### src/rtl/odo_pkg.sv
// ----------------------------------------------------------------------------
// odo_pkg
// shared constants, state types and the cordic arctangent table for the
// differential drive odometry block
// ----------------------------------------------------------------------------
package odo_pkg;

    // encoder geometry and trig precision
    localparam int ENCODER_COUNTS = 128;
    localparam int ENC_BITS       = $clog2(ENCODER_COUNTS);
    localparam int ENC_HALF       = ENCODER_COUNTS / 2;
    localparam int TRIG_BITS      = 16;

    // cordic
    localparam int CORDIC_STEPS = 30;
    localparam int CORDIC_W     = 33;
    localparam int STEP_W       = $clog2(CORDIC_STEPS);
    localparam int CORDIC_SH    = 31 - TRIG_BITS;
    localparam int SC_W         = TRIG_BITS + 1;
    localparam logic signed [CORDIC_W-1:0] CORDIC_GAIN = 33'sd652032874;

    // datapath widths
    localparam int DIST_W   = 16;
    localparam int HEAD_W   = 12;
    localparam int DELTA_W  = ENC_BITS + 1;
    localparam int SUM_W    = DELTA_W + 1;
    localparam int TRAVEL_W = SUM_W + DIST_W;
    localparam int MUL_A_W  = TRAVEL_W;
    localparam int MUL_B_W  = (SC_W > DIST_W + 1) ? SC_W : DIST_W + 1;
    localparam int PROD_W   = MUL_A_W + MUL_B_W;
    localparam int POS_W    = 32;
    localparam int ANG_W    = 16;
    localparam int ROUND_W  = 16;

    // register defaults
    localparam logic [DIST_W-1:0] DIST_RESET = 16'd1056;
    localparam logic [HEAD_W-1:0] HEAD_RESET = 12'd156;

    // configuration register indexes
    localparam int CFG_IDX_W = 1;
    localparam logic [CFG_IDX_W-1:0] CFG_DIST_PER_COUNT = 1'd0;
    localparam logic [CFG_IDX_W-1:0] CFG_HEAD_PER_DIFF  = 1'd1;

    typedef enum logic [3:0] {
        ST_IDLE,
        ST_UNWRAP,
        ST_TURN,
        ST_TRAVEL,
        ST_TRIG_START,
        ST_TRIG_WAIT,
        ST_MUL_X,
        ST_MUL_Y,
        ST_ACC_Y,
        ST_OUT
    } t_odo_state;

    typedef enum logic [1:0] {
        CS_IDLE,
        CS_ITER,
        CS_ROUND
    } t_cordic_state;

    // atan(2^-i) as a fraction of a 32 bit turn
    function automatic logic [31:0] atan_turn(input logic [STEP_W-1:0] idx);
        logic [31:0] v;
        case (idx)
            5'd0:    v = 32'h20000000;
            5'd1:    v = 32'h12E4051E;
            5'd2:    v = 32'h09FB385B;
            5'd3:    v = 32'h051111D4;
            5'd4:    v = 32'h028B0D43;
            5'd5:    v = 32'h0145D7E1;
            5'd6:    v = 32'h00A2F61E;
            5'd7:    v = 32'h00517C55;
            5'd8:    v = 32'h0028BE53;
            5'd9:    v = 32'h00145F2F;
            5'd10:   v = 32'h000A2F98;
            5'd11:   v = 32'h000517CC;
            5'd12:   v = 32'h00028BE6;
            5'd13:   v = 32'h000145F3;
            5'd14:   v = 32'h0000A2FA;
            5'd15:   v = 32'h0000517D;
            5'd16:   v = 32'h000028BE;
            5'd17:   v = 32'h0000145F;
            5'd18:   v = 32'h00000A30;
            5'd19:   v = 32'h00000518;
            5'd20:   v = 32'h0000028C;
            5'd21:   v = 32'h00000146;
            5'd22:   v = 32'h000000A3;
            5'd23:   v = 32'h00000051;
            5'd24:   v = 32'h00000029;
            5'd25:   v = 32'h00000014;
            5'd26:   v = 32'h0000000A;
            5'd27:   v = 32'h00000005;
            5'd28:   v = 32'h00000003;
            5'd29:   v = 32'h00000001;
            default: v = 32'h00000000;
        endcase
        return v;
    endfunction

endpackage

### src/rtl/odo_cordic.sv
// ----------------------------------------------------------------------------
// odo_cordic
// iterative rotation-mode cordic: one shift-add micro-rotation per cycle,
// gives sine and cosine of a 16 bit binary angle rounded to TRIG_BITS
// ----------------------------------------------------------------------------
module odo_cordic (
    input  logic                             i_clk,
    input  logic                             i_rst_n,
    input  logic                             i_start,
    input  logic [odo_pkg::ANG_W-1:0]        i_angle,
    output logic                             o_done,
    output logic signed [odo_pkg::SC_W-1:0]  o_sin,
    output logic signed [odo_pkg::SC_W-1:0]  o_cos
);
    import odo_pkg::*;

    localparam logic signed [CORDIC_W-1:0] RND_HALF = CORDIC_W'(1) <<< (CORDIC_SH - 1);

    t_cordic_state r_state, n_state;
    logic [STEP_W-1:0]          r_step, n_step;
    logic                       r_flip, n_flip;
    logic                       r_done, n_done;
    logic signed [CORDIC_W-1:0] r_x, n_x, r_y, n_y, r_z, n_z;
    logic signed [SC_W-1:0]     r_sin, n_sin, r_cos, n_cos;

    logic [31:0]                turn;
    logic                       quad_flip;
    logic signed [CORDIC_W-1:0] xs, ys, atan_v, x_rnd, y_rnd;
    logic signed [SC_W-1:0]     x_out, y_out;

    always_ff @(posedge i_clk) begin
        if (!i_rst_n) begin
            r_state <= CS_IDLE;
            r_done  <= 1'b0;
        end else begin
            r_state <= n_state;
            r_done  <= n_done;
        end
        r_step <= n_step;
        r_flip <= n_flip;
        r_x    <= n_x;
        r_y    <= n_y;
        r_z    <= n_z;
        r_sin  <= n_sin;
        r_cos  <= n_cos;
    end

    always_comb begin
        turn      = {i_angle, 16'd0};
        quad_flip = (turn[31:30] == 2'd1) || (turn[31:30] == 2'd2);
        xs        = r_x >>> r_step;
        ys        = r_y >>> r_step;
        atan_v    = signed'({1'b0, atan_turn(r_step)});
        x_rnd     = (r_x + RND_HALF) >>> CORDIC_SH;
        y_rnd     = (r_y + RND_HALF) >>> CORDIC_SH;
        x_out     = r_flip ? -x_rnd[SC_W-1:0] : x_rnd[SC_W-1:0];
        y_out     = r_flip ? -y_rnd[SC_W-1:0] : y_rnd[SC_W-1:0];

        n_state = r_state;
        n_step  = r_step;
        n_flip  = r_flip;
        n_done  = 1'b0;
        n_x     = r_x;
        n_y     = r_y;
        n_z     = r_z;
        n_sin   = r_sin;
        n_cos   = r_cos;

        case (r_state)
            CS_IDLE: begin
                if (i_start) begin
                    // fold the left half plane onto the right one
                    n_flip  = quad_flip;
                    n_z     = CORDIC_W'(signed'({turn[31] ^ quad_flip, turn[30:0]}));
                    n_x     = CORDIC_GAIN;
                    n_y     = '0;
                    n_step  = '0;
                    n_state = CS_ITER;
                end
            end
            CS_ITER: begin
                if (!r_z[CORDIC_W-1]) begin
                    n_x = r_x - ys;
                    n_y = r_y + xs;
                    n_z = r_z - atan_v;
                end else begin
                    n_x = r_x + ys;
                    n_y = r_y - xs;
                    n_z = r_z + atan_v;
                end
                n_step = r_step + 1'b1;
                if (r_step == STEP_W'(CORDIC_STEPS - 1)) begin
                    n_state = CS_ROUND;
                end
            end
            CS_ROUND: begin
                n_cos   = x_out;
                n_sin   = y_out;
                n_done  = 1'b1;
                n_state = CS_IDLE;
            end
            default: begin
                n_state = CS_IDLE;
            end
        endcase
    end

    assign o_done = r_done;
    assign o_sin  = r_sin;
    assign o_cos  = r_cos;

endmodule

### src/rtl/differential_drive_odometry.sv
// ----------------------------------------------------------------------------
// differential_drive_odometry
// dead-reckoning odometry for a two wheel robot from absolute encoder counts
// ----------------------------------------------------------------------------
// usage
//   s_axis carries one item per encoder sample: tdata[6:0] left count,
//   tdata[13:7] right count. m_axis returns one item per sample with the
//   updated pose and wheel revolution counters.
//   the config port writes distance per count (index 0) and heading per
//   count of wheel difference (index 1); write only while the block is idle.
// sequencing
//   one item at a time: a new input item is taken once the last result is in
//   the output register; each item runs the 30 micro-rotations of the cordic
//   unit and passes through the one shared 25x17 multiplier and accumulation.
// reset
//   pose, turn counters and last encoder counts clear to zero, the config
//   registers return to their defaults.
// stall
//   a result waits in the output register while m_axis_tready is low; the
//   next input item is still taken, and its result waits until that slot
//   is free.
// ----------------------------------------------------------------------------
module differential_drive_odometry (
    input  logic                              i_clk,
    input  logic                              i_rst_n,
    // s_axis tdata: left_wheel_count[6:0], right_wheel_count[13:7]
    input  logic                              s_axis_tvalid,
    output logic                              s_axis_tready,
    input  logic [15:0]                       s_axis_tdata,
    // m_axis tdata: x_position[31:0], y_position[63:32], heading[79:64],
    //               left_turns[95:80], right_turns[111:96]
    output logic                              m_axis_tvalid,
    input  logic                              m_axis_tready,
    output logic [111:0]                      m_axis_tdata,
    input  logic                              i_cfg_wr_en,
    input  logic [odo_pkg::CFG_IDX_W-1:0]     i_cfg_index,
    input  logic [odo_pkg::DIST_W-1:0]        i_cfg_data
);
    import odo_pkg::*;

    localparam logic signed [PROD_W-1:0] OUT_HALF = PROD_W'(1) <<< (TRIG_BITS - 1);

    t_odo_state r_state, n_state;

    logic [DIST_W-1:0]         r_dist;
    logic [HEAD_W-1:0]         r_head_gain;
    logic [ENC_BITS-1:0]       r_in_l, r_in_r, r_last_l, r_last_r;
    logic signed [DELTA_W-1:0] r_dl, r_dr;
    logic [ROUND_W-1:0]        r_rounds_l, r_rounds_r;
    logic [ANG_W-1:0]          r_heading;
    logic [POS_W-1:0]          r_pos_x, r_pos_y;
    logic signed [TRAVEL_W-1:0] r_travel;
    logic signed [PROD_W-1:0]  r_prod;
    logic                      r_out_valid;
    logic [111:0]              r_out_data;

    logic signed [DELTA_W-1:0] dl_raw, dr_raw, dl, dr;
    logic                      wl_fwd, wl_back, wr_fwd, wr_back;
    logic signed [DELTA_W:0]   wheel_diff, wheel_sum;
    logic signed [MUL_A_W-1:0] mul_a;
    logic signed [MUL_B_W-1:0] mul_b;
    logic signed [PROD_W-1:0]  step_rnd;
    logic                      trig_start, trig_done;
    logic signed [SC_W-1:0]    trig_sin, trig_cos;
    logic                      accept_in, load_out;

    odo_cordic u_cordic (
        .i_clk   (i_clk),
        .i_rst_n (i_rst_n),
        .i_start (trig_start),
        .i_angle (r_heading),
        .o_done  (trig_done),
        .o_sin   (trig_sin),
        .o_cos   (trig_cos)
    );

    // wheel change unwrapped into -half..+half
    always_comb begin
        dl_raw  = signed'({1'b0, r_in_l}) - signed'({1'b0, r_last_l});
        dr_raw  = signed'({1'b0, r_in_r}) - signed'({1'b0, r_last_r});
        wl_back = dl_raw >  DELTA_W'(ENC_HALF);
        wl_fwd  = dl_raw < -DELTA_W'(ENC_HALF);
        wr_back = dr_raw >  DELTA_W'(ENC_HALF);
        wr_fwd  = dr_raw < -DELTA_W'(ENC_HALF);
        dl = dl_raw;
        dr = dr_raw;
        if (wl_back) dl = dl_raw - DELTA_W'(ENCODER_COUNTS);
        if (wl_fwd)  dl = dl_raw + DELTA_W'(ENCODER_COUNTS);
        if (wr_back) dr = dr_raw - DELTA_W'(ENCODER_COUNTS);
        if (wr_fwd)  dr = dr_raw + DELTA_W'(ENCODER_COUNTS);
    end

    assign wheel_diff = (DELTA_W+1)'(r_dr) - (DELTA_W+1)'(r_dl);
    assign wheel_sum  = (DELTA_W+1)'(r_dr) + (DELTA_W+1)'(r_dl);
    assign step_rnd   = (r_prod + OUT_HALF) >>> TRIG_BITS;

    assign accept_in     = s_axis_tvalid && s_axis_tready;
    assign s_axis_tready = (r_state == ST_IDLE);

    // shared multiplier operand select
    always_comb begin
        mul_a = MUL_A_W'(wheel_sum);
        mul_b = signed'(MUL_B_W'({1'b0, r_dist}));
        case (r_state)
            ST_TURN: begin
                mul_a = MUL_A_W'(wheel_diff);
                mul_b = signed'(MUL_B_W'({1'b0, r_head_gain}));
            end
            ST_MUL_X: begin
                mul_a = r_travel;
                mul_b = MUL_B_W'(trig_sin);
            end
            ST_MUL_Y: begin
                mul_a = r_travel;
                mul_b = MUL_B_W'(trig_cos);
            end
            default: begin
                mul_a = MUL_A_W'(wheel_sum);
                mul_b = signed'(MUL_B_W'({1'b0, r_dist}));
            end
        endcase
    end

    always_comb begin
        n_state    = r_state;
        trig_start = 1'b0;
        load_out   = 1'b0;
        case (r_state)
            ST_IDLE:       if (accept_in) n_state = ST_UNWRAP;
            ST_UNWRAP:     n_state = ST_TURN;
            ST_TURN:       n_state = ST_TRAVEL;
            ST_TRAVEL:     n_state = ST_TRIG_START;
            ST_TRIG_START: begin
                trig_start = 1'b1;
                n_state    = ST_TRIG_WAIT;
            end
            ST_TRIG_WAIT:  if (trig_done) n_state = ST_MUL_X;
            ST_MUL_X:      n_state = ST_MUL_Y;
            ST_MUL_Y:      n_state = ST_ACC_Y;
            ST_ACC_Y:      n_state = ST_OUT;
            ST_OUT: begin
                if (!r_out_valid || m_axis_tready) begin
                    load_out = 1'b1;
                    n_state  = ST_IDLE;
                end
            end
            default:       n_state = ST_IDLE;
        endcase
    end

    always_ff @(posedge i_clk) begin
        if (!i_rst_n) begin
            r_state     <= ST_IDLE;
            r_out_valid <= 1'b0;
            r_dist      <= DIST_RESET;
            r_head_gain <= HEAD_RESET;
            r_last_l    <= '0;
            r_last_r    <= '0;
            r_rounds_l  <= '0;
            r_rounds_r  <= '0;
            r_heading   <= '0;
            r_pos_x     <= '0;
            r_pos_y     <= '0;
        end else begin
            r_state <= n_state;
            if (load_out) begin
                r_out_valid <= 1'b1;
            end else if (m_axis_tready) begin
                r_out_valid <= 1'b0;
            end
            if (i_cfg_wr_en) begin
                case (i_cfg_index)
                    CFG_DIST_PER_COUNT: r_dist      <= i_cfg_data;
                    CFG_HEAD_PER_DIFF:  r_head_gain <= i_cfg_data[HEAD_W-1:0];
                    default: ;
                endcase
            end
            if (r_state == ST_UNWRAP) begin
                r_last_l <= r_in_l;
                r_last_r <= r_in_r;
                // right counter steps opposite to its wrap, reversed mounting
                if (wl_fwd)  r_rounds_l <= r_rounds_l + 1'b1;
                if (wl_back) r_rounds_l <= r_rounds_l - 1'b1;
                if (wr_fwd)  r_rounds_r <= r_rounds_r - 1'b1;
                if (wr_back) r_rounds_r <= r_rounds_r + 1'b1;
            end
            if (r_state == ST_TRAVEL) begin
                r_heading <= r_heading - r_prod[ANG_W-1:0];
            end
            if (r_state == ST_MUL_Y) begin
                r_pos_x <= r_pos_x + step_rnd[POS_W-1:0];
            end
            if (r_state == ST_ACC_Y) begin
                r_pos_y <= r_pos_y + step_rnd[POS_W-1:0];
            end
        end
        if (accept_in) begin
            r_in_l <= s_axis_tdata[ENC_BITS-1:0];
            r_in_r <= s_axis_tdata[2*ENC_BITS-1:ENC_BITS];
        end
        if (r_state == ST_UNWRAP) begin
            r_dl <= dl;
            r_dr <= -dr;
        end
        if (r_state == ST_TRIG_START) begin
            r_travel <= r_prod[TRAVEL_W-1:0];
        end
        r_prod <= mul_a * mul_b;
        if (load_out) begin
            r_out_data <= {r_rounds_r, r_rounds_l, r_heading, r_pos_y, r_pos_x};
        end
    end

    assign m_axis_tvalid = r_out_valid;
    assign m_axis_tdata  = r_out_data;

endmodule

### config.mk
export PLATFORM = sky130hd
export DESIGN_NAME = differential_drive_odometry
export DESIGN_NICKNAME = d
export VERILOG_FILES = /design/src/rtl/odo_pkg.sv /design/src/rtl/odo_cordic.sv /design/src/rtl/differential_drive_odometry.sv
export SDC_FILE = /design/constraint.sdc
export NUM_CORES = 2
export LEC_CHECK = 0
export BUFFER_PORTS_ARGS = -buffer_cell sky130_fd_sc_hd__buf_2
export CORE_UTILIZATION = 35
export CTS_CLUSTER_DIAMETER = 60
export CTS_CLUSTER_SIZE = 14
export DETAILED_ROUTE_END_ITERATION = 12
export PLACE_DENSITY = 0.53
export SYNTH_ARGS = -nofsm -noshare
export SYNTH_HDL_FRONTEND = slang
export SYNTH_SLANG_ARGS = --single-unit
### constraint.sdc
create_clock -name i_clk -period 7.87 [get_ports i_clk]
set_input_delay 0.3935 -clock i_clk [delete_from_list [all_inputs] [get_ports i_clk]]
set_output_delay 0.3935 -clock i_clk [all_outputs]
set_load 0.01 [all_outputs]
# Yosys cells after proc, flatten, opt, wreduce, memory -nomap -nowiden
# Memories as Yosys holds them, arrays and structs flattened. A register that Yosys moved wholly into a read port is not among the register bits.
# Index checks and enable logic that the tools add are counted.
# classes
add_sub_neg	28
mul	1
div_mod_pow	0
magnitude_cmp	4
n_eq_ne	19
shifts	2
mux	37
bitwise	2
n_reduce_logical	19
# op_table
cell	count
33-bit 2-to-1 mux	6
33-bit case mux with 2 select lines	3
33-bit adder	3
33-bit subtractor	3
33-bit by 5-bit >>> shifter with 33-bit output	2
32-bit by 16-bit adder with 32-bit output, second input constant	2
32-bit adder	2
16-bit 2-to-1 mux	4
17-bit case mux with 3 select lines	1
25-bit case mux with 2 select lines	1
42-bit by 17-bit adder with 42-bit output, second input constant	1
25-bit by 17-bit multiplier with 42-bit output	1
4-bit case mux with 10 select lines	1
17-bit 2-to-1 mux	2
17-bit negator	2
16-bit by 1-bit adder with 16-bit output, second input constant	2
8-bit 2-to-1 mux	4
16-bit by 1-bit subtractor with 16-bit output, second input constant	2
8-bit adder, second input constant	2
4-bit by 3-bit == test with 1-bit output, second input constant	4
8-bit > comparator, second input constant	2
8-bit by 7-bit less-than comparator with 1-bit output, second input constant	2
16-bit subtractor	1
7-bit by 7-bit subtractor with 8-bit output	2
other kinds (30)	57
# word_totals
ff_bits	510
latchBits	0
ram_bits	0
romBits	960
input_bits	38
output_inout_bits	114
wordCells	140
mem_count	1
# memory_table
name	depth	width	rd	rd_clocked_by_memory_dff	write_ports	line_no	source
(no name shown)	32	30	1	1	0	odo_pkg.sv:66	case (idx)

# Logic depth before layout (Yosys ltp)
# depth
depth_word	5
mapped_depth	39
mapped_depth_nobuf	37

# Hierarchy
# A second synthesis with hierarchy kept.
# unflattened
cells_unflattened	5869
area_unflattened_um2	53690.2
# by_module_without_submodules
mod	n_inst	cells_each	area_per_inst_um2	seq_area_each_um2
differential_drive_odometry	1	3590	33754.9	9038.7
odo_cordic	1	2279	19935.4	4834.6

# Least setup slack after synthesis
# No wires, ideal clock.
# synth_path
kind	register -> register
startpoint	register r_dr[2]
endpoint	register r_prod[31]
setup_time_ps	72
arrival_ps	8294
required_ps	7798
slack_ps	-496
stages_incl_launch_ff	35
n_path_buf	3
period_less_slack_ps	8366
path_cell_list	edfxtp_1 ha_1 inv_1 o21bai_1 a21o_1 a21oi_1 o21bai_1 a2111oi_0 a21oi_1 o21ai_1 clkbuf_1 a21oi_1 or2_2 clkbuf_1 nor2_1 fa_1 inv_1 fa_1 fa_1 inv_1 fa_1 fa_1 fa_1 ha_1 clkbuf_1 a211oi_1 o21ai_0 a221o_1 o2bb2ai_1 or3_1 a21oi_1 o21ai_0 a21o_1 a21oi_1 xnor2_1
# synth_via
elab_chain_cells	3
elab_cells_between_ends	4
cone_classes	2 x add/sub; 1 x mul; 1 x mux
# synth_rtl
element	line_no	source
start, declared	differential_drive_odometry.sv:48	logic signed [DELTA_W-1:0] r_dl, r_dr;
start signal, assigned	differential_drive_odometry.sv:203	r_dr <= -dr;
8-bit by 8-bit adder with 9-bit output or 8-bit by 8-bit subtractor with 9-bit output (tied branches)	differential_drive_odometry.sv:94, differential_drive_odometry.sv:93	
25-bit case mux with 2 select lines *	differential_drive_odometry.sv:104	case (r_state)
25-bit by 17-bit multiplier with 42-bit output *	differential_drive_odometry.sv:208	r_prod <= mul_a * mul_b;
end signal, assigned	differential_drive_odometry.sv:208	
end, declared	differential_drive_odometry.sv:53	logic signed [PROD_W-1:0] r_prod;
# Mark *: on every way between the ends. The rest lies on a longest branch, timed or not.
# A chain may end at the register's enable or synchronous reset.

# Final worst setup path
# layout_path
startpoint	register r_dl[1]
endpoint	register r_prod[31]
# layout_via
elab_chain_cells	3
elab_cells_between_ends	4
cone_classes	2 x add/sub; 1 x mul; 1 x mux
# layout_rtl
element	line_no	source
start, declared	differential_drive_odometry.sv:48	
start signal, assigned	differential_drive_odometry.sv:202	r_dl <= dl;
8-bit by 8-bit adder with 9-bit output or 8-bit by 8-bit subtractor with 9-bit output (tied branches)	differential_drive_odometry.sv:94, differential_drive_odometry.sv:93	
25-bit case mux with 2 select lines *	differential_drive_odometry.sv:104	
25-bit by 17-bit multiplier with 42-bit output *	differential_drive_odometry.sv:208	
# Marks and branches as above.

==> results.md <==
- PwrDens: 411 nW/um2
- Die Height: 389 um
- Worst setup SP type: flip-flop
- Cells on worst reg2reg path: 37
- Overall routing resource usage: 0.211
- Synth Register Bits: 540
- Met2 WL: 73800 um
- Final setup margin: -0.365 ns
- Crit path max-delay cell type: fa_2
- Slowest stage delay, CP: 0.56 ns
- Latest clock arrival within the worst-skew pair: 0.72 ns
- Die ar.: 151000 um2
- RSZ-0062 raised after global routing: true
- Post-synthesis average cell area: 9.05 um2
- Switch share: 0.442
- CP Max Fanout: 5
- Most common cell in the synthesized netlist: nand2_1
- Hold Path Sink: m_axis_tvalid$_SDFFE_PN0P_
- Cell Count, Final, Fillers Out: 8197
- Crit path kind: reg -> reg
- Area growth syn-to-layout: 17.7%
- Yosys warns: 0
- Util after Layout: 0.417
- Detail Route Antenna Nets: 0
- TritonCTS Buffers: 69
- Peak VDD IR: 502 uV
- FF-to-FF setup slack: -0.37 ns
- Starting density of the core: 0.354
- Total power: 25.4 mW
- Number of synthesized flops with an enable pin: 306
- Post-synth cell types: 100
- Routed metal-1 wirelength: 74100 um
- Primary FF master, synth: edfxtp_1
- Rows: 141
- DRT iter0 DRCs: 2999
- Sequential area share after synthesis: 0.264
- Mapped Nets: 6611
- Synth Cell Area: 52500 um2
- HP Class: in -> reg
- CTS root buffer: clkbuf_16
- Share of layout cells above drive strength 1: 0.171
- Setup Viol. Count Final: 14
- Violations in the final reports: negative setup slack
- MaxCap Viol Count: 0
- # IOs: 152
- Hold WS: 0.0558 ns
- Vias per inst: 5.29
- Clock power frac: 0.132
- Internal Power: 14.2 mW
- Clock-pin slew on the worst setup and hold paths: 0.06 ns
- Top sig layer: met4
- CTS tree: yes
- RR Endpoint: r_prod[31]$_DFF_P_
- # port buffers: 149
- First-pass GRT wire length: 252000 um
- Die width: 389 um
- Post-synth top area cell: edfxtp_1
- Post-DP HPWL: 126000 um
- Reg2reg start: r_dl[1]$_DFFE_PP_
- Initial antenna violation count: 5
- H-tree Lvls: 3
- Vias in the first global route: 43.2k
- Synthesized instance count: 5795
- Final setup skew: 0.0731 ns
- Synth top area share: 0.175
- Least-Margin Pin Slew: 1.12 ns
- FMAX: 0.121 GHz
- Post-layout min period: 8.24 ns
- DR pass1 iterations: 5
- Bufs on Longest Clock Path: 3
- Rel. slew slack: 0.252
- Pins Over Slew Limit: 0
- Critical Path AT: 8.83 ns
- Via count: 43.3k
- DR WL/cell: 19.6 um
- Top cells by area, synth: edfxtp_1, fa_1, dfxtp_1, ha_1, nand2_1
- Clock sink count: 540
- Ys async rst share: 0
- Register share of total power: 0.143
- WHS Path Cells: 3
- Net Sw Power: 11.2 mW
- Residual DRC count: 0
- Core Region: 148000 um2
- Grt ovf: 0
- Worst hold start: m_axis_tready
- Final Hold Viols: 0
- Comb pwr share: 0.725
- Setup crit end kind: flip-flop
- Placed cells: 7985
- Routability cong.: 0.937
- Final net count: 7023
- Largest net degree at the start of global routing: 105
- Commonest cells in the netlist: nand2_1, nor2_1, inv_1
- Met3 routed WL: 8830 um
- DRT Wirelength: 161000 um
- Required time worst endpoint: 8.46 ns
- Pleak: 26.7 nW
- Status: finished with violations
- Crit share post-route: 1.05
- Setup TNS: -3.40 ns
sequential cells by signal (all words and copies together) (netlist names), 7 cells and up:
register	flops
u_cordic.r_y	33
r_dl	8
r_dist	16
u_cordic.r_z	33
r_travel	25
r_last_r	7
u_cordic.o_sin	17
u_cordic.o_cos	17
r_rounds_r	16
r_in_r	7
r_head_gain	12
r_heading	16
r_pos_x	32
u_cordic.atan_v	30
r_prod	42
r_last_l	7
r_pos_y	32
r_rounds_l	16
r_in_l	7
r_dr	8
u_cordic.r_x	33
m_axis_tdata	112
power by group through the flow:
stage | clock (mW) | combinational (mW) | sequential [mW]
2_1_floorplan | 0 | 10.6 | 3.59
3_3_place_gp | 0 | 16.0 | 3.70
3_5_place_dp | 0 | 16.2 | 3.70
4_1_cts | 3.45 | 17.7 | 3.64
5_1_grt | 3.55 | 20.6 | 3.67
6_report | 3.35 | 18.4 | 3.64
metrics by stage:
| stage | setup slack [ns] | instance area (um2) |
|---|---|---|
| after floorplan | 0.0156 | 52600 |
| after global placement | -0.702 | 57700 |
| after detailed placement | -0.753 | 57700 |
| after CTS | -0.360 | 61300 |
| after global routing | -0.627 | 61800 |
| final | -0.365 | 61800 |
area by class of cell:
| class | count | area [um2] |
|---|---|---|
| inverter | 591 | 2220 |
| clock buffer | 83 | 1830 |
| tap | 1930 | 2410 |
| timing repair buffer | 599 | 4550 |
| antenna | 3 | 7.51 |
| multi-input combinational | 4406 | 36300 |
| clock inverter | 45 | 608 |
| sequential | 540 | 13900 |
| fill | 14700 | 86400 |
kinds of logic after synthesis:
family | share of synthesized area
AOI/OAI and AO/OA | 0.143
and+or+nand+nor | 0.157
adders and majority gates | 0.247
DFF | 0.264
xor gates and xnor gates | 0.0661
muxes | 0.0591
buffers and inverters | 0.0638
layer usage:
layer | GRT usage | vias to the layer above
met5 | 0 | -
li1 | - | 20700
met1 | 0.293 | 21200
met3 | 0.0316 | 246
met2 | 0.338 | 1192
met4 | 0.0620 | 0
how the worst max path moves through the flow:
stage                            startpoint                 end  slack [ns]  depth (start not counted)
final                     r_dl[1]$_DFFE_PP_  r_prod[31]$_DFF_P_       -0.37                         37
after global routing      r_dl[1]$_DFFE_PP_  r_prod[41]$_DFF_P_       -0.63                         36
after CTS                 r_dl[1]$_DFFE_PP_  r_prod[41]$_DFF_P_       -0.36                         37
after detailed placement  r_dr[0]$_DFFE_PP_  r_prod[40]$_DFF_P_       -0.75                         35
after global placement    r_dl[1]$_DFFE_PP_  r_prod[38]$_DFF_P_       -0.70                         34
after floorplan           r_dr[0]$_DFFE_PP_  r_prod[31]$_DFF_P_        0.02                         34
repair_timing:
item | CTS | global route
endpoints found under the setup margin | 20 | 23
hold endpoints to repair | 41 | 0
hold buffers | 30 | 0
gates cloned | 1 | 0
gates resized for setup | 141 | 107
pin swaps | 95 | 65
setup buffers | 39 | 17
worst max-delay path, delay by kind of cell (launching register included):
| kind | cells | cell delay (ns) |
|---|---|---|
| DFF | 1 | 0.44 |
| and+or+nand+nor | 3 | 0.53 |
| xor gates and xnor gates | 1 | 0.12 |
| adders and majority gates | 8 | 3.53 |
| buffers and inverters | 8 | 0.73 |
| AOI/OAI and AO/OA | 17 | 2.75 |
cells in the final DEF, fill, tap and decap left out, types with 76 or more instances in the layout:
master	Yosys	final
fa_1	429	410
nand2_1	647	629
nand3_1	116	116
edfxtp_1	306	306
mux4_2	76	76
buf_2	18	149
xor2_1	160	160
dfxtp_1	234	234
a21oi_1	413	383
inv_1	586	555
o21ai_0	214	199
nor2_1	640	601
buf_4	10	376
ha_1	349	335
a21o_1	116	115
nor3_1	89	84
xnor2_1	236	233
Note: power is estimated with default switching activity, not from simulation.
